<file path="src/design/sts_pkg.sv">
`default_nettype none

package sts_pkg;

  localparam int M_DATA_W = 24;
  localparam logic [7:0] LEN_FULL = 8'h80;
  localparam logic [3:0] ERR_NULL_NIB = 4'h4;

  typedef enum logic [1:0] {
    FUNC_REQ   = 2'd0,
    FUNC_DONE  = 2'd1,
    FUNC_ALARM = 2'd2
  } func_e;

  typedef enum logic [1:0] {
    KIND_ACCEPT = 2'd0,
    KIND_REFUSE = 2'd1,
    KIND_START  = 2'd2,
    KIND_DONE   = 2'd3
  } kind_e;

  typedef struct packed {
    kind_e       kind;
    logic [1:0]  chan;
    logic [3:0]  err;
    logic [6:0]  olc;
    logic [6:0]  ilc;
    logic        irq;
    logic        last;
  } res_t;

  function automatic logic [6:0] len_code(input logic [7:0] len);
    return (len == LEN_FULL) ? 7'd0 : len[6:0];
  endfunction

endpackage

`default_nettype wire

</file>
<file path="src/design/sts_outbuf.sv">
`default_nettype none

module sts_outbuf
  import sts_pkg::*;
(
  input  wire logic       clk_i,
  input  wire logic       rst_ni,
  input  wire logic       push_i,
  input  wire logic [1:0] push_cnt_i,
  input  wire res_t       push_res_i [2],
  input  wire logic       pop_ready_i,
  output logic            room_o,
  output logic            head_valid_o,
  output res_t            head_o
);

  logic [1:0] cnt_q, cnt_d;
  res_t       e_q [2];

  assign head_valid_o = (cnt_q != 2'd0);
  assign head_o       = e_q[0];
  assign room_o       = (cnt_q == 2'd0) || ((cnt_q == 2'd1) && pop_ready_i);

  always_comb begin
    cnt_d = cnt_q;
    if (push_i) begin
      cnt_d = push_cnt_i;
    end else if (head_valid_o && pop_ready_i) begin
      cnt_d = cnt_q - 2'd1;
    end
  end

  always_ff @(posedge clk_i or negedge rst_ni) begin
    if (!rst_ni) begin
      cnt_q <= 2'd0;
    end else begin
      cnt_q <= cnt_d;
    end
  end

  // shift the second word forward after a pop
  always_ff @(posedge clk_i) begin
    if (push_i) begin
      e_q[0] <= push_res_i[0];
      e_q[1] <= push_res_i[1];
    end else if (head_valid_o && pop_ready_i) begin
      e_q[0] <= e_q[1];
    end
  end

`ifndef ASSERT_OFF
  a_cnt_range: assert property (@(posedge clk_i) disable iff (!rst_ni)
    cnt_q != 2'd3)
    else $error("result count out of range");
  a_last_order: assert property (@(posedge clk_i) disable iff (!rst_ni)
    (cnt_q == 2'd2) |-> (!e_q[0].last && e_q[1].last))
    else $error("last flag misplaced in result pair");
  a_push_room: assert property (@(posedge clk_i) disable iff (!rst_ni)
    push_i |-> room_o)
    else $error("push without room");
`endif

endmodule

`default_nettype wire

</file>
<file path="src/design/sts_core.sv">
`default_nettype none

module sts_core
  import sts_pkg::*;
#(
  parameter int NUM_CHANNELS = 4,
  parameter int TIME_BITS    = 48
) (
  input  wire logic                 clk_i,
  input  wire logic                 rst_ni,
  input  wire logic                 go_i,
  input  wire func_e                func_i,
  input  wire logic [1:0]           chan_i,
  input  wire logic [TIME_BITS-1:0] now_i,
  input  wire logic [TIME_BITS-1:0] delay_i,
  input  wire logic [7:0]           out_len_i,
  input  wire logic [7:0]           in_len_i,
  input  wire logic                 want_irq_i,
  input  wire logic [3:0]           status_nibble_i,
  input  wire logic                 com_error_i,
  output res_t                      res_o [2],
  output logic [1:0]                res_cnt_o
);

  localparam int CW  = $clog2(NUM_CHANNELS);
  localparam int CIW = CW + 1;

  logic                 busy_q, busy_d;
  logic [CW-1:0]        act_q, act_d;
  logic                 act_irq_q, act_irq_d;
  logic [NUM_CHANNELS-1:0] pend_q, pend_d;
  logic [TIME_BITS-1:0] done_q [NUM_CHANNELS];
  logic [TIME_BITS-1:0] done_d [NUM_CHANNELS];
  logic [TIME_BITS-1:0] fire_q [NUM_CHANNELS];
  logic [7:0]           olen_q [NUM_CHANNELS];
  logic [7:0]           ilen_q [NUM_CHANNELS];
  logic [NUM_CHANNELS-1:0] sirq_q;

  logic                 ch_ok;
  logic [CW-1:0]        ci;
  logic [TIME_BITS-1:0] fire;
  logic                 refuse;
  logic                 start_now;
  logic                 park;
  logic [3:0]           err_code;

  logic [NUM_CHANNELS-1:0] due;
  logic [CW-1:0]        scan_from;
  logic [CIW-1:0]       scan_sum;
  logic                 scan_found;
  logic [CW-1:0]        scan_pick;

  logic                 lead_v;
  res_t                 lead;
  logic                 start_v;
  logic                 start_slot;
  logic [CW-1:0]        start_ch;
  logic [7:0]           start_olen;
  logic [7:0]           start_ilen;
  logic                 start_irq;
  res_t                 start_res;

  assign ch_ok     = (32'(chan_i) < NUM_CHANNELS);
  assign ci        = CW'(chan_i);
  assign refuse    = !ch_ok || pend_q[ci] || (busy_q && (act_q == ci));
  assign fire      = (delay_i == '0) ? now_i : (delay_i + done_q[ci]);
  assign start_now = !(now_i < fire) && !busy_q;
  assign err_code  = !com_error_i ? 4'd0 :
                     (status_nibble_i == 4'd0) ? ERR_NULL_NIB : status_nibble_i;

  always_comb begin
    for (int c = 0; c < NUM_CHANNELS; c++) begin
      due[c] = pend_q[c] && !(now_i < fire_q[c]);
    end
  end

  // rotate the pick to start after the finished channel
  assign scan_from = !busy_q ? '0 :
                     (act_q == CW'(NUM_CHANNELS - 1)) ? '0 : (act_q + CW'(1));

  always_comb begin
    scan_found = 1'b0;
    scan_pick  = '0;
    scan_sum   = '0;
    for (int i = 0; i < NUM_CHANNELS; i++) begin
      scan_sum = CIW'(scan_from) + CIW'(i);
      if (scan_sum >= CIW'(NUM_CHANNELS)) begin
        scan_sum = scan_sum - CIW'(NUM_CHANNELS);
      end
      if (!scan_found && due[scan_sum[CW-1:0]]) begin
        scan_found = 1'b1;
        scan_pick  = scan_sum[CW-1:0];
      end
    end
  end

  always_comb begin
    busy_d     = busy_q;
    act_d      = act_q;
    act_irq_d  = act_irq_q;
    pend_d     = pend_q;
    done_d     = done_q;
    park       = 1'b0;
    lead_v     = 1'b0;
    lead       = '0;
    start_v    = 1'b0;
    start_slot = 1'b0;
    start_ch   = ci;
    if (go_i) begin
      case (func_i)
        FUNC_REQ: begin
          lead_v    = 1'b1;
          lead.chan = chan_i;
          if (refuse) begin
            lead.kind = KIND_REFUSE;
          end else begin
            lead.kind = KIND_ACCEPT;
            if (start_now) begin
              start_v = 1'b1;
            end else begin
              park       = 1'b1;
              pend_d[ci] = 1'b1;
            end
          end
        end
        FUNC_DONE: begin
          if (busy_q) begin
            lead_v        = 1'b1;
            lead.kind     = KIND_DONE;
            lead.chan     = 2'(act_q);
            lead.err      = err_code;
            lead.irq      = act_irq_q;
            done_d[act_q] = now_i;
            busy_d        = 1'b0;
          end
          if (scan_found) begin
            start_v           = 1'b1;
            start_slot        = 1'b1;
            start_ch          = scan_pick;
            pend_d[scan_pick] = 1'b0;
          end
        end
        FUNC_ALARM: begin
          if (ch_ok && pend_q[ci] && !busy_q) begin
            start_v    = 1'b1;
            start_slot = 1'b1;
            pend_d[ci] = 1'b0;
          end
        end
        default: ;
      endcase
    end
    start_olen = start_slot ? olen_q[start_ch] : out_len_i;
    start_ilen = start_slot ? ilen_q[start_ch] : in_len_i;
    start_irq  = start_slot ? sirq_q[start_ch] : want_irq_i;
    if (start_v) begin
      busy_d    = 1'b1;
      act_d     = start_ch;
      act_irq_d = start_irq;
    end
  end

  always_comb begin
    start_res      = '0;
    start_res.kind = KIND_START;
    start_res.chan = 2'(start_ch);
    start_res.olc  = len_code(start_olen);
    start_res.ilc  = len_code(start_ilen);
    start_res.irq  = start_irq;
    res_o[0]       = '0;
    res_o[1]       = '0;
    if (lead_v) begin
      res_o[0]      = lead;
      res_o[1]      = start_res;
      res_o[0].last = !start_v;
      res_o[1].last = 1'b1;
      res_cnt_o     = start_v ? 2'd2 : 2'd1;
    end else begin
      res_o[0]      = start_res;
      res_o[0].last = 1'b1;
      res_cnt_o     = start_v ? 2'd1 : 2'd0;
    end
  end

  always_ff @(posedge clk_i or negedge rst_ni) begin
    if (!rst_ni) begin
      busy_q    <= 1'b0;
      act_q     <= '0;
      act_irq_q <= 1'b0;
      pend_q    <= '0;
      for (int c = 0; c < NUM_CHANNELS; c++) begin
        done_q[c] <= '0;
      end
    end else begin
      busy_q    <= busy_d;
      act_q     <= act_d;
      act_irq_q <= act_irq_d;
      pend_q    <= pend_d;
      done_q    <= done_d;
    end
  end

  // park the request in its channel slot
  always_ff @(posedge clk_i) begin
    if (park) begin
      fire_q[ci] <= fire;
      olen_q[ci] <= out_len_i;
      ilen_q[ci] <= in_len_i;
      sirq_q[ci] <= want_irq_i;
    end
  end

`ifndef ASSERT_OFF
  a_active_not_parked: assert property (@(posedge clk_i) disable iff (!rst_ni)
    busy_q |-> !pend_q[act_q])
    else $error("active channel also holds a parked slot");
  a_req_answers: assert property (@(posedge clk_i) disable iff (!rst_ni)
    (go_i && (func_i == FUNC_REQ)) |-> (res_cnt_o != 2'd0))
    else $error("request gave no result");
  a_alarm_single: assert property (@(posedge clk_i) disable iff (!rst_ni)
    (go_i && (func_i == FUNC_ALARM)) |-> (res_cnt_o != 2'd2))
    else $error("alarm gave two results");
`endif

endmodule

`default_nettype wire

</file>
<file path="src/design/serial_transfer_scheduler_top.sv">
`default_nettype none
// Flow: an accepted word is registered, then processed once the result buffer has room;
// its result words are written into the result buffer and presented from there.
// Throughput: one input word per cycle while each gives at most one result and the
// output is ready; a word with two results fills the two-entry result buffer.
// Reset: asynchronous, active low; bus idle, no parked slots, completion times zero.

module serial_transfer_scheduler_top
  import sts_pkg::*;
#(
  parameter int NUM_CHANNELS = 4,
  parameter int TIME_BITS    = 48
) (
  input  wire logic                clk_i,
  input  wire logic                rst_ni,
  input  wire logic                s_axis_tvalid_i,
  output logic                     s_axis_tready_o,
  // chan, now, delay, out_len, in_len, want_irq, status_nibble, com_error, zero fill
  input  wire logic [((24 + 2 * TIME_BITS + 7) / 8) * 8 - 1:0] s_axis_tdata_i,
  // func
  input  wire logic [1:0]          s_axis_tuser_i,
  output logic                     m_axis_tvalid_o,
  input  wire logic                m_axis_tready_i,
  // out_chan, err_code, out_len_code, in_len_code, irq_enable, zero fill
  output logic [M_DATA_W-1:0]      m_axis_tdata_o,
  // kind
  output logic [1:0]               m_axis_tuser_o,
  output logic                     m_axis_tlast_o
);

  localparam int NOW_LO      = 2;
  localparam int DLY_LO      = NOW_LO + TIME_BITS;
  localparam int OLEN_LO     = DLY_LO + TIME_BITS;
  localparam int ILEN_LO     = OLEN_LO + 8;
  localparam int IRQ_BIT     = ILEN_LO + 8;
  localparam int NIB_LO      = IRQ_BIT + 1;
  localparam int CERR_BIT    = NIB_LO + 4;

  logic                 in_v_q, in_v_d;
  func_e                func_q;
  logic [1:0]           chan_q;
  logic [TIME_BITS-1:0] now_q;
  logic [TIME_BITS-1:0] delay_q;
  logic [7:0]           out_len_q;
  logic [7:0]           in_len_q;
  logic                 want_irq_q;
  logic [3:0]           nib_q;
  logic                 cerr_q;

  logic                 room;
  logic                 go;
  logic                 in_take;
  res_t                 res [2];
  logic [1:0]           res_cnt;
  res_t                 head;

  assign go              = in_v_q && room;
  assign s_axis_tready_o = !in_v_q || room;
  assign in_take         = s_axis_tvalid_i && s_axis_tready_o;

  always_comb begin
    in_v_d = in_v_q;
    if (in_take) begin
      in_v_d = 1'b1;
    end else if (go) begin
      in_v_d = 1'b0;
    end
  end

  always_ff @(posedge clk_i or negedge rst_ni) begin
    if (!rst_ni) begin
      in_v_q <= 1'b0;
    end else begin
      in_v_q <= in_v_d;
    end
  end

  always_ff @(posedge clk_i) begin
    if (in_take) begin
      func_q     <= func_e'(s_axis_tuser_i);
      chan_q     <= s_axis_tdata_i[1:0];
      now_q      <= s_axis_tdata_i[NOW_LO +: TIME_BITS];
      delay_q    <= s_axis_tdata_i[DLY_LO +: TIME_BITS];
      out_len_q  <= s_axis_tdata_i[OLEN_LO +: 8];
      in_len_q   <= s_axis_tdata_i[ILEN_LO +: 8];
      want_irq_q <= s_axis_tdata_i[IRQ_BIT];
      nib_q      <= s_axis_tdata_i[NIB_LO +: 4];
      cerr_q     <= s_axis_tdata_i[CERR_BIT];
    end
  end

  sts_core #(
    .NUM_CHANNELS(NUM_CHANNELS),
    .TIME_BITS   (TIME_BITS)
  ) u_core (
    .clk_i          (clk_i),
    .rst_ni         (rst_ni),
    .go_i           (go),
    .func_i         (func_q),
    .chan_i         (chan_q),
    .now_i          (now_q),
    .delay_i        (delay_q),
    .out_len_i      (out_len_q),
    .in_len_i       (in_len_q),
    .want_irq_i     (want_irq_q),
    .status_nibble_i(nib_q),
    .com_error_i    (cerr_q),
    .res_o          (res),
    .res_cnt_o      (res_cnt)
  );

  sts_outbuf u_outbuf (
    .clk_i       (clk_i),
    .rst_ni      (rst_ni),
    .push_i      (go),
    .push_cnt_i  (res_cnt),
    .push_res_i  (res),
    .pop_ready_i (m_axis_tready_i),
    .room_o      (room),
    .head_valid_o(m_axis_tvalid_o),
    .head_o      (head)
  );

  assign m_axis_tdata_o = {3'b000, head.irq, head.ilc, head.olc, head.err, head.chan};
  assign m_axis_tuser_o = head.kind;
  assign m_axis_tlast_o = head.last;

endmodule

`default_nettype wire
</file>
<file path="config.mk">
export PLATFORM = sky130hd
export DESIGN_NAME = serial_transfer_scheduler_top
export DESIGN_NICKNAME = d
export VERILOG_FILES = /design/src/design/sts_pkg.sv /design/src/design/sts_outbuf.sv /design/src/design/sts_core.sv /design/src/design/serial_transfer_scheduler_top.sv
export SDC_FILE = /design/constraint.sdc
export NUM_CORES = 1
export LEC_CHECK = 0
export BUFFER_PORTS_ARGS = -buffer_cell sky130_fd_sc_hd__buf_4
export CAP_MARGIN = 20
export CELL_PAD_IN_SITES_DETAIL_PLACEMENT = 1
export CELL_PAD_IN_SITES_GLOBAL_PLACEMENT = 1
export CORE_MARGIN = 3
export CORE_UTILIZATION = 36
export CTS_BUF_LIST = sky130_fd_sc_hd__clkbuf_16
export CTS_CLUSTER_DIAMETER = 40
export CTS_CLUSTER_SIZE = 24
export DETAILED_ROUTE_END_ITERATION = 10
export GPL_ROUTABILITY_DRIVEN = 0
export PLACE_DENSITY = 0.71
export SLEW_MARGIN = 5
export SYNTH_ARGS = -nofsm -noshare
export SYNTH_HDL_FRONTEND = slang
export SYNTH_SLANG_ARGS = --single-unit
</file>
<file path="constraint.sdc">
create_clock -name clk_i -period 15.7 [get_ports clk_i]
set_input_delay 0.785 -clock clk_i [delete_from_list [all_inputs] [get_ports clk_i]]
set_output_delay 0.785 -clock clk_i [all_outputs]
set_load 0.005 [all_outputs]
</file>
[Word-level counts from Yosys, hierarchy flattened]
Memories as Yosys holds them, arrays and structs flattened.
Index checks and enable logic that the tools add are counted.
Storage, ports and cells
  input bits: 126
  flip-flop bits (word level): 329
  logic and storage cells: 214
  output and inout port bits: 29
  memory bits (writable): 304
  memories: 4
Cells by class
  bitwise operators: 8
  mux-type cells: 96
  reduce and logical (&&, ||, !) cells: 44
  order comparisons: 21
  equal/unequal tests: 11
  add/subtract/negate cells: 10
Memory list
  u_core.fire_q: words 4, width 48, read ports 4, clocked after Yosys merged registers in 0, wr ports 1, line sts_core.sv:34  | logic [TIME_BITS-1:0] fire_q [NUM_CHANNELS];
  u_outbuf.e_q: words 2, width 24, read ports 2, clocked after Yosys merged registers in 0, wr ports 2, line sts_outbuf.sv:18  | res_t e_q [2];
  u_core.ilen_q: words 4, width 8, read ports 1, clocked after Yosys merged registers in 0, wr ports 1, line sts_core.sv:36  | logic [7:0] ilen_q [NUM_CHANNELS];
  u_core.olen_q: words 4, width 8, read ports 1, clocked after Yosys merged registers in 0, wr ports 1, line sts_core.sv:35  | logic [7:0] olen_q [NUM_CHANNELS];
Operator list (count)
  $lt 48x48->1: 5
  $bwmux 192: 1
  $mux 48: 4
  $bmux 48 s2: 1
  $demux 48 s2: 1
  $mux 24: 3
  $add 48x48->48: 1
  $logic_not 48->1: 1
  $mux 1: 42
  $mux 2: 17
  $mux 8: 4
  $mux 4: 7
  $lt 2x3->1 const B: 7
  $logic_and 1x1->1: 17
  $eq 8x8->1 const B: 2
  $ge 3x3->1 const B: 5
  $mux 7: 2
  $bmux 1 s2: 6
  $pmux 4 s3: 1
  $logic_not 1->1: 11
  $reduce_bool 2->1: 5
  $sub 2x1->2 const B: 5
  $and 4x4->4: 2
  $not 4->4: 2
  other kinds (26): 38

[Logic depth before layout (Yosys ltp)]
An unclocked memory read counts as a cell.
  word-level depth: 26
  mapped depth: 34
  mapped depth without buffers: 31

[Cells and area by module]
Synthesis repeated with hierarchy kept, for this count alone.
Second synthesis, totals
  cells, all modules: 2448
  area total of the unflattened synthesis: 32242.2 µm²
By module, submodules not included
  sts_core: area an instance 26583.0 µm², seq. area each 12572.1 µm², instances 1, cells each 2224
  serial_transfer_scheduler_top: area an instance 3749.8 µm², seq. area each 3688.5 µm², instances 1, cells each 131
  sts_outbuf: area an instance 1909.3 µm², seq. area each 1491.4 µm², instances 1, cells each 93

[Worst setup path before layout]
No wires, ideal clock.
  kind: register -> register
  start point: register chan_q[0]
  end point: memory u_core.fire_q[0][0], enable pin
  required time: 15139 ps
  path buffers: 3
  setup time: 561 ps
  stages on the path, launching flop included: 26
  slack: 4609 ps
  period minus slack after synthesis: 11091 ps
  data arrival time: 10530 ps
  path through: edfxtp_1 > clkbuf_1 > clkbuf_1 > buf_1 > mux4_2 > ha_1 > a21oi_1 > o21ai_0 > a221o_1 > a221oi_2 > a21oi_1 > a21oi_1 > o21ai_1 > a31oi_1 > a21oi_1 > or4_1 > a31oi_1 > xnor2_1 > mux2i_1 > ha_1 > a21o_1 > a211oi_1 > o22ai_1 > nor3_1 > nand4_1 > nor3_1
On the way
  longest elaborated chain between the ends: 15
  elaborated cells between the ends (all ways): 20
  those cells by class: 1 x add/sub; 1 x order compare; 1 x eq/ne; 12 x mux; 1 x bitwise; 4 x reduce/logical
Ends and longest elaborated chain
  start: declaration: line serial_transfer_scheduler_top.sv:41  | logic [1:0] chan_q;
  start signal: assignment: line serial_transfer_scheduler_top.sv:81  | chan_q <= s_axis_tdata_i[1:0];
  $not 2->3 (implied by the code): line sts_core.sv:66  | assign fire = (delay_i == '0) ? now_i : (delay_i + done_q[ci]);
  $bmux 48 s2: line sts_core.sv:66
  $mux 48 (implied by the code) (2 in series): line sts_core.sv:66
  $add 48x48->48: line sts_core.sv:66
  $mux 48: line sts_core.sv:66
  $lt 48x48->1: line sts_core.sv:67  | assign start_now = !(now_i < fire) && !busy_q;
  $logic_not 1->1: line sts_core.sv:67
  $logic_and 1x1->1: line sts_core.sv:67
  $mux 1: line sts_core.sv:118  | if (start_now) begin
  $mux 1: line sts_core.sv:114  | if (refuse) begin
  $mux 1: line sts_core.sv:110  | case (func_i)
  $mux 1: line sts_core.sv:109  | if (go_i) begin
  $mux 1: line sts_core.sv:205  | if (park) begin
  $mux 1 (implied by the code): line sts_core.sv:206  | fire_q[ci] <= fire;
  end: declaration: line sts_core.sv:34
Parallel ways exist; a longest one is shown, timed or not. The select of a mux whose other input is x is not followed.

[Worst setup path after layout]
  start point: register chan_q[0]
  end point: register u_outbuf.cnt_q[0]
On the way
  longest elaborated chain between the ends: 16
  elaborated cells between the ends (all ways): 24
  those cells by class: 1 x add/sub; 1 x order compare; 1 x eq/ne; 15 x mux; 1 x bitwise; 5 x reduce/logical
Ends and longest elaborated chain
  $not 2->3 (implied by the code): line sts_core.sv:66
  $bmux 48 s2: line sts_core.sv:66
  $mux 48 (implied by the code) (2 in series): line sts_core.sv:66
  $add 48x48->48: line sts_core.sv:66
  $mux 48: line sts_core.sv:66
  $lt 48x48->1: line sts_core.sv:67
  $logic_not 1->1: line sts_core.sv:67
  $logic_and 1x1->1: line sts_core.sv:67
  $mux 1: line sts_core.sv:118
  $mux 1: line sts_core.sv:114
  $pmux 1 s3 *: line sts_core.sv:110
  $mux 1 *: line sts_core.sv:109
  $mux 1 / $mux 2 (equally long branches): line sts_core.sv:181, sts_core.sv:177
  $mux 2 *: line sts_core.sv:172  | if (lead_v) begin
  $mux 2 *: line sts_outbuf.sv:26  | if (push_i) begin
  end signal: assignment: line sts_outbuf.sv:37  | cnt_q <= cnt_d;
  end: declaration: line sts_outbuf.sv:17  | logic [1:0] cnt_q, cnt_d;
Mark *: on every way between the ends. The rest lies on a longest branch, timed or not. The select of a mux whose other input is x is not followed.
A chain may end at the register's enable or synchronous reset.

==> flow_summary_export.csv <==
group,metric,value,unit
status,status,"finished, final reports clean",
sta,slew-limit-headroom,0.295,
worst_hold_path,hp-class,"in -> async",
place,dp.cells,3689,
floorplan,die_h,304,µm
power_and_ir_drop,power_density,184,nW/µm²
sta,fin_worst_skew,36.9,ps
cts,cts_tree,"built",
critical_path,critPathMaxFanout,39,
critical_path,critPathArrivalTime,10670,ps
place,io_buffers,149,
critical_path,critical-path-max-stage-delay,800,ps
detailed_routing,drc,0,
cts,htree_levels,3,
global_route,grt_max_degree,73,
global_route,grtUsageTotal,0.188,
final_layout,syn_to_final_growth,19.0,%
detailed_routing,dr.pass1.iters,5,
yosys,ys.warnings.count,0,
final_layout,stdcell_area,37900,µm²
sta,max_freq,0.0985,GHz
sta,hold_viol,0,
sta,timing.final.crit_share,0.647,
yosys,netlist_area,31900,µm²
detailed_routing,drtIter0Drc,965,
final_layout,final_common_cell,"edfxtp_1",
yosys,synth.avg_cell_area,13.1,µm²
yosys,yosysTopAreaCell,"edfxtp_1",
global_route,grt_pass1_vias,23341,
floorplan,floorplan.die_area,92100,µm²
global_route,overflow,0,
place,dpl.hpwl,60.7,mm
yosys,yosysSeqAreaShare,0.549,
yosys,yosys_most_used_dff,"edfxtp_1",
detailed_routing,via_per_inst,5.36,
critical_path,startpoint_type,"register",
cts,numCtsBuffers,104,
cts,holdBufCountCts,0,
sta,setup-tns-final,0,ps
final_layout,layout_common_cells,"edfxtp_1 (414), ha_1 (295), inv_1 (273)",
yosys,yosysTopAreaCellShare,0.390,
yosys,async_flop_share,0.329,
floorplan,dieWidth,304,µm
detailed_routing,wl,86.7,mm
yosys,synthCells,2424,
floorplan,start_util,0.365,
yosys,synth_area_leaders,"edfxtp_1 (39%), dfrtp_1 (16%), ha_1 (12%)",
sta,worstMarginPinSlew,1050,ps
final_layout,num-nets-final,3064,
floorplan,rows,108,
power_and_ir_drop,finalPower,6.99,mW
final_layout,drive_gt1_frac,0.244,
cts,postCtsSetupRepairBufs,0,
detailed_routing,wire_per_inst,22.3,µm
critical_path,endpoint_kind,"register",
critical_path,critPathSlowestCell,"nor3_1",
power_and_ir_drop,ir_drop,0.0000885,V
sta,finalSetupViolCount,0,
floorplan,core_region_area,87300,µm²
yosys,yosys_register_bits,617,
cts,clk_pin_slew,50,ps
detailed_routing,num_vias,20824,
critical_path,required,16220,ps
place,dpl_cell_area,34400,µm²
cts,cts_resized,0,
cts,clock_latency,660,ps
cts,cts_root_buf,"clkbuf_16",
sta,period_needed,10150,ps
sta,slew_viol_final,0,
yosys,yosys.cell_types.count,76,
floorplan,boundaryPins,155,
critical_path,path_class,"reg -> reg",
flow_run,drv_cap,0,
global_route,antenna_found_initial,0,
global_route,grt_pass1_wl,134,mm
detailed_routing,final_antenna_net_count,0,
cts,clock-sinks,617,
cts,ctsLongestPathBuffers,3,
yosys,synth_edf_count,414,
power_and_ir_drop,p_leak,16.6,nW
sta,rsz0062_at_grt,"no",
critical_path,crit_top_cell,"a31oi_1",
final_layout,finalNonFillerCells,3886,
[area by class of cell]
cell class                 instances  area [µm²]
fill                            9071       49400
sequential                       617       17500
multi-input combinational       1476       13100
clock buffer                     106        2650
tap                             1155        1450
timing repair buffer             179        1370
inverter                         264         991
clock inverter                    88         846
antenna                            1        2.50
[registers in the layout, indices dropped and copies added (netlist names), 4 cells and up]
| register | cells |
|---|---|
| in_len_q | 7 |
| u_core.olen_q | 28 |
| delay_q | 48 |
| now_q | 48 |
| nib_q | 4 |
| u_core.pend_q | 4 |
| u_core.fire_q | 192 |
| u_core.sirq_q | 4 |
| u_outbuf.e_q | 42 |
| u_core.done_q | 192 |
| u_core.ilen_q | 28 |
| out_len_q | 7 |
[metrics by stage]
step	worst slack, ps	util	hold slack, ps
6_report	5550	0.434	115
5_1_grt	4990	0.434	139
4_1_cts	5380	0.434	107
3_5_place_dp	5390	0.394	487
3_3_place_gp	5420	0.394	482
2_1_floorplan	4610	-	474
[synth_stat cells, drive strengths merged, types with 7 or more instances]
cell and count:
edfxtp 414, ha 295, inv 264, mux2 234, dfrtp 203, a21oi 109, o21ai 101, nand2 96
nor2 72, mux2i 58, nand3 52, mux4 50, a21o 47, clkbuf 44, nand4 33, xnor2 32
buf 25, nor3 25, nand2b 20, a31oi 19, nor4 19, a211oi 17, and3 17, o21a 17
a32oi 16, nor2b 12, a2111oi 10, xor2 9, a221oi 8, and4 8, o211ai 8, o31ai 8
and2 7, o21bai 7
[critical path: cells and delay by family (launching register included)]
family | cells | cell delay [ps]
simple gates | 11 | 3650
xor+xnor | 1 | 170
fa+ha+maj | 4 | 1130
compound gates | 12 | 3050
flops | 1 | 340
mux | 2 | 710
buf+inv | 3 | 900
[kinds of logic after synthesis]
family	Yosys count	synth area share
adder cells (fa/ha/maj)	296	0.116
AO/OA/AOI/OAI	413	0.0845
buffers and inverters	333	0.0415
flip-flops	617	0.549
multiplexers	342	0.137
other	1	0.000118
AND/OR/NAND/NOR	381	0.0601
XOR/XNOR	41	0.0113
[layer usage]
layer / global-route usage / share of wire
met5: 0 / 0
met4: 0.0630 / 0.026
met3: 0.0275 / 0.038
met2: 0.336 / 0.51
met1: 0.231 / 0.42
[worst paths after layout]
path / start / depth (start not counted) / slack (ps) / to
worst max register to register: chan_q[0]$_DFFE_PP_ / 33 / 5550 / u_outbuf.cnt_q[0]$_DFFE_PN0P_
worst min-delay path: rst_ni / 1 / 110 / u_core.done_q[187]$_DFFE_PN0P_
max in group asynchronous: rst_ni / 2 / 14160 / u_core.done_q[13]$_DFFE_PN0P_
worst max-delay path: chan_q[0]$_DFFE_PP_ / 33 / 5550 / u_outbuf.cnt_q[0]$_DFFE_PN0P_
min in group clk_i: s_axis_tdata_i[56] / 1 / 300 / delay_q[6]$_DFFE_PP_
worst min register to register: u_core.done_q[75]$_DFFE_PN0P_ / 1 / 500 / u_core.done_q[75]$_DFFE_PN0P_
[power breakdown]
group | switching, mW | internal (mW)
sequential | 0.264 | 2.24
combinational | 1.29 | 0.945
clock | 0.851 | 1.40
(Power assumes the default switching activity.)
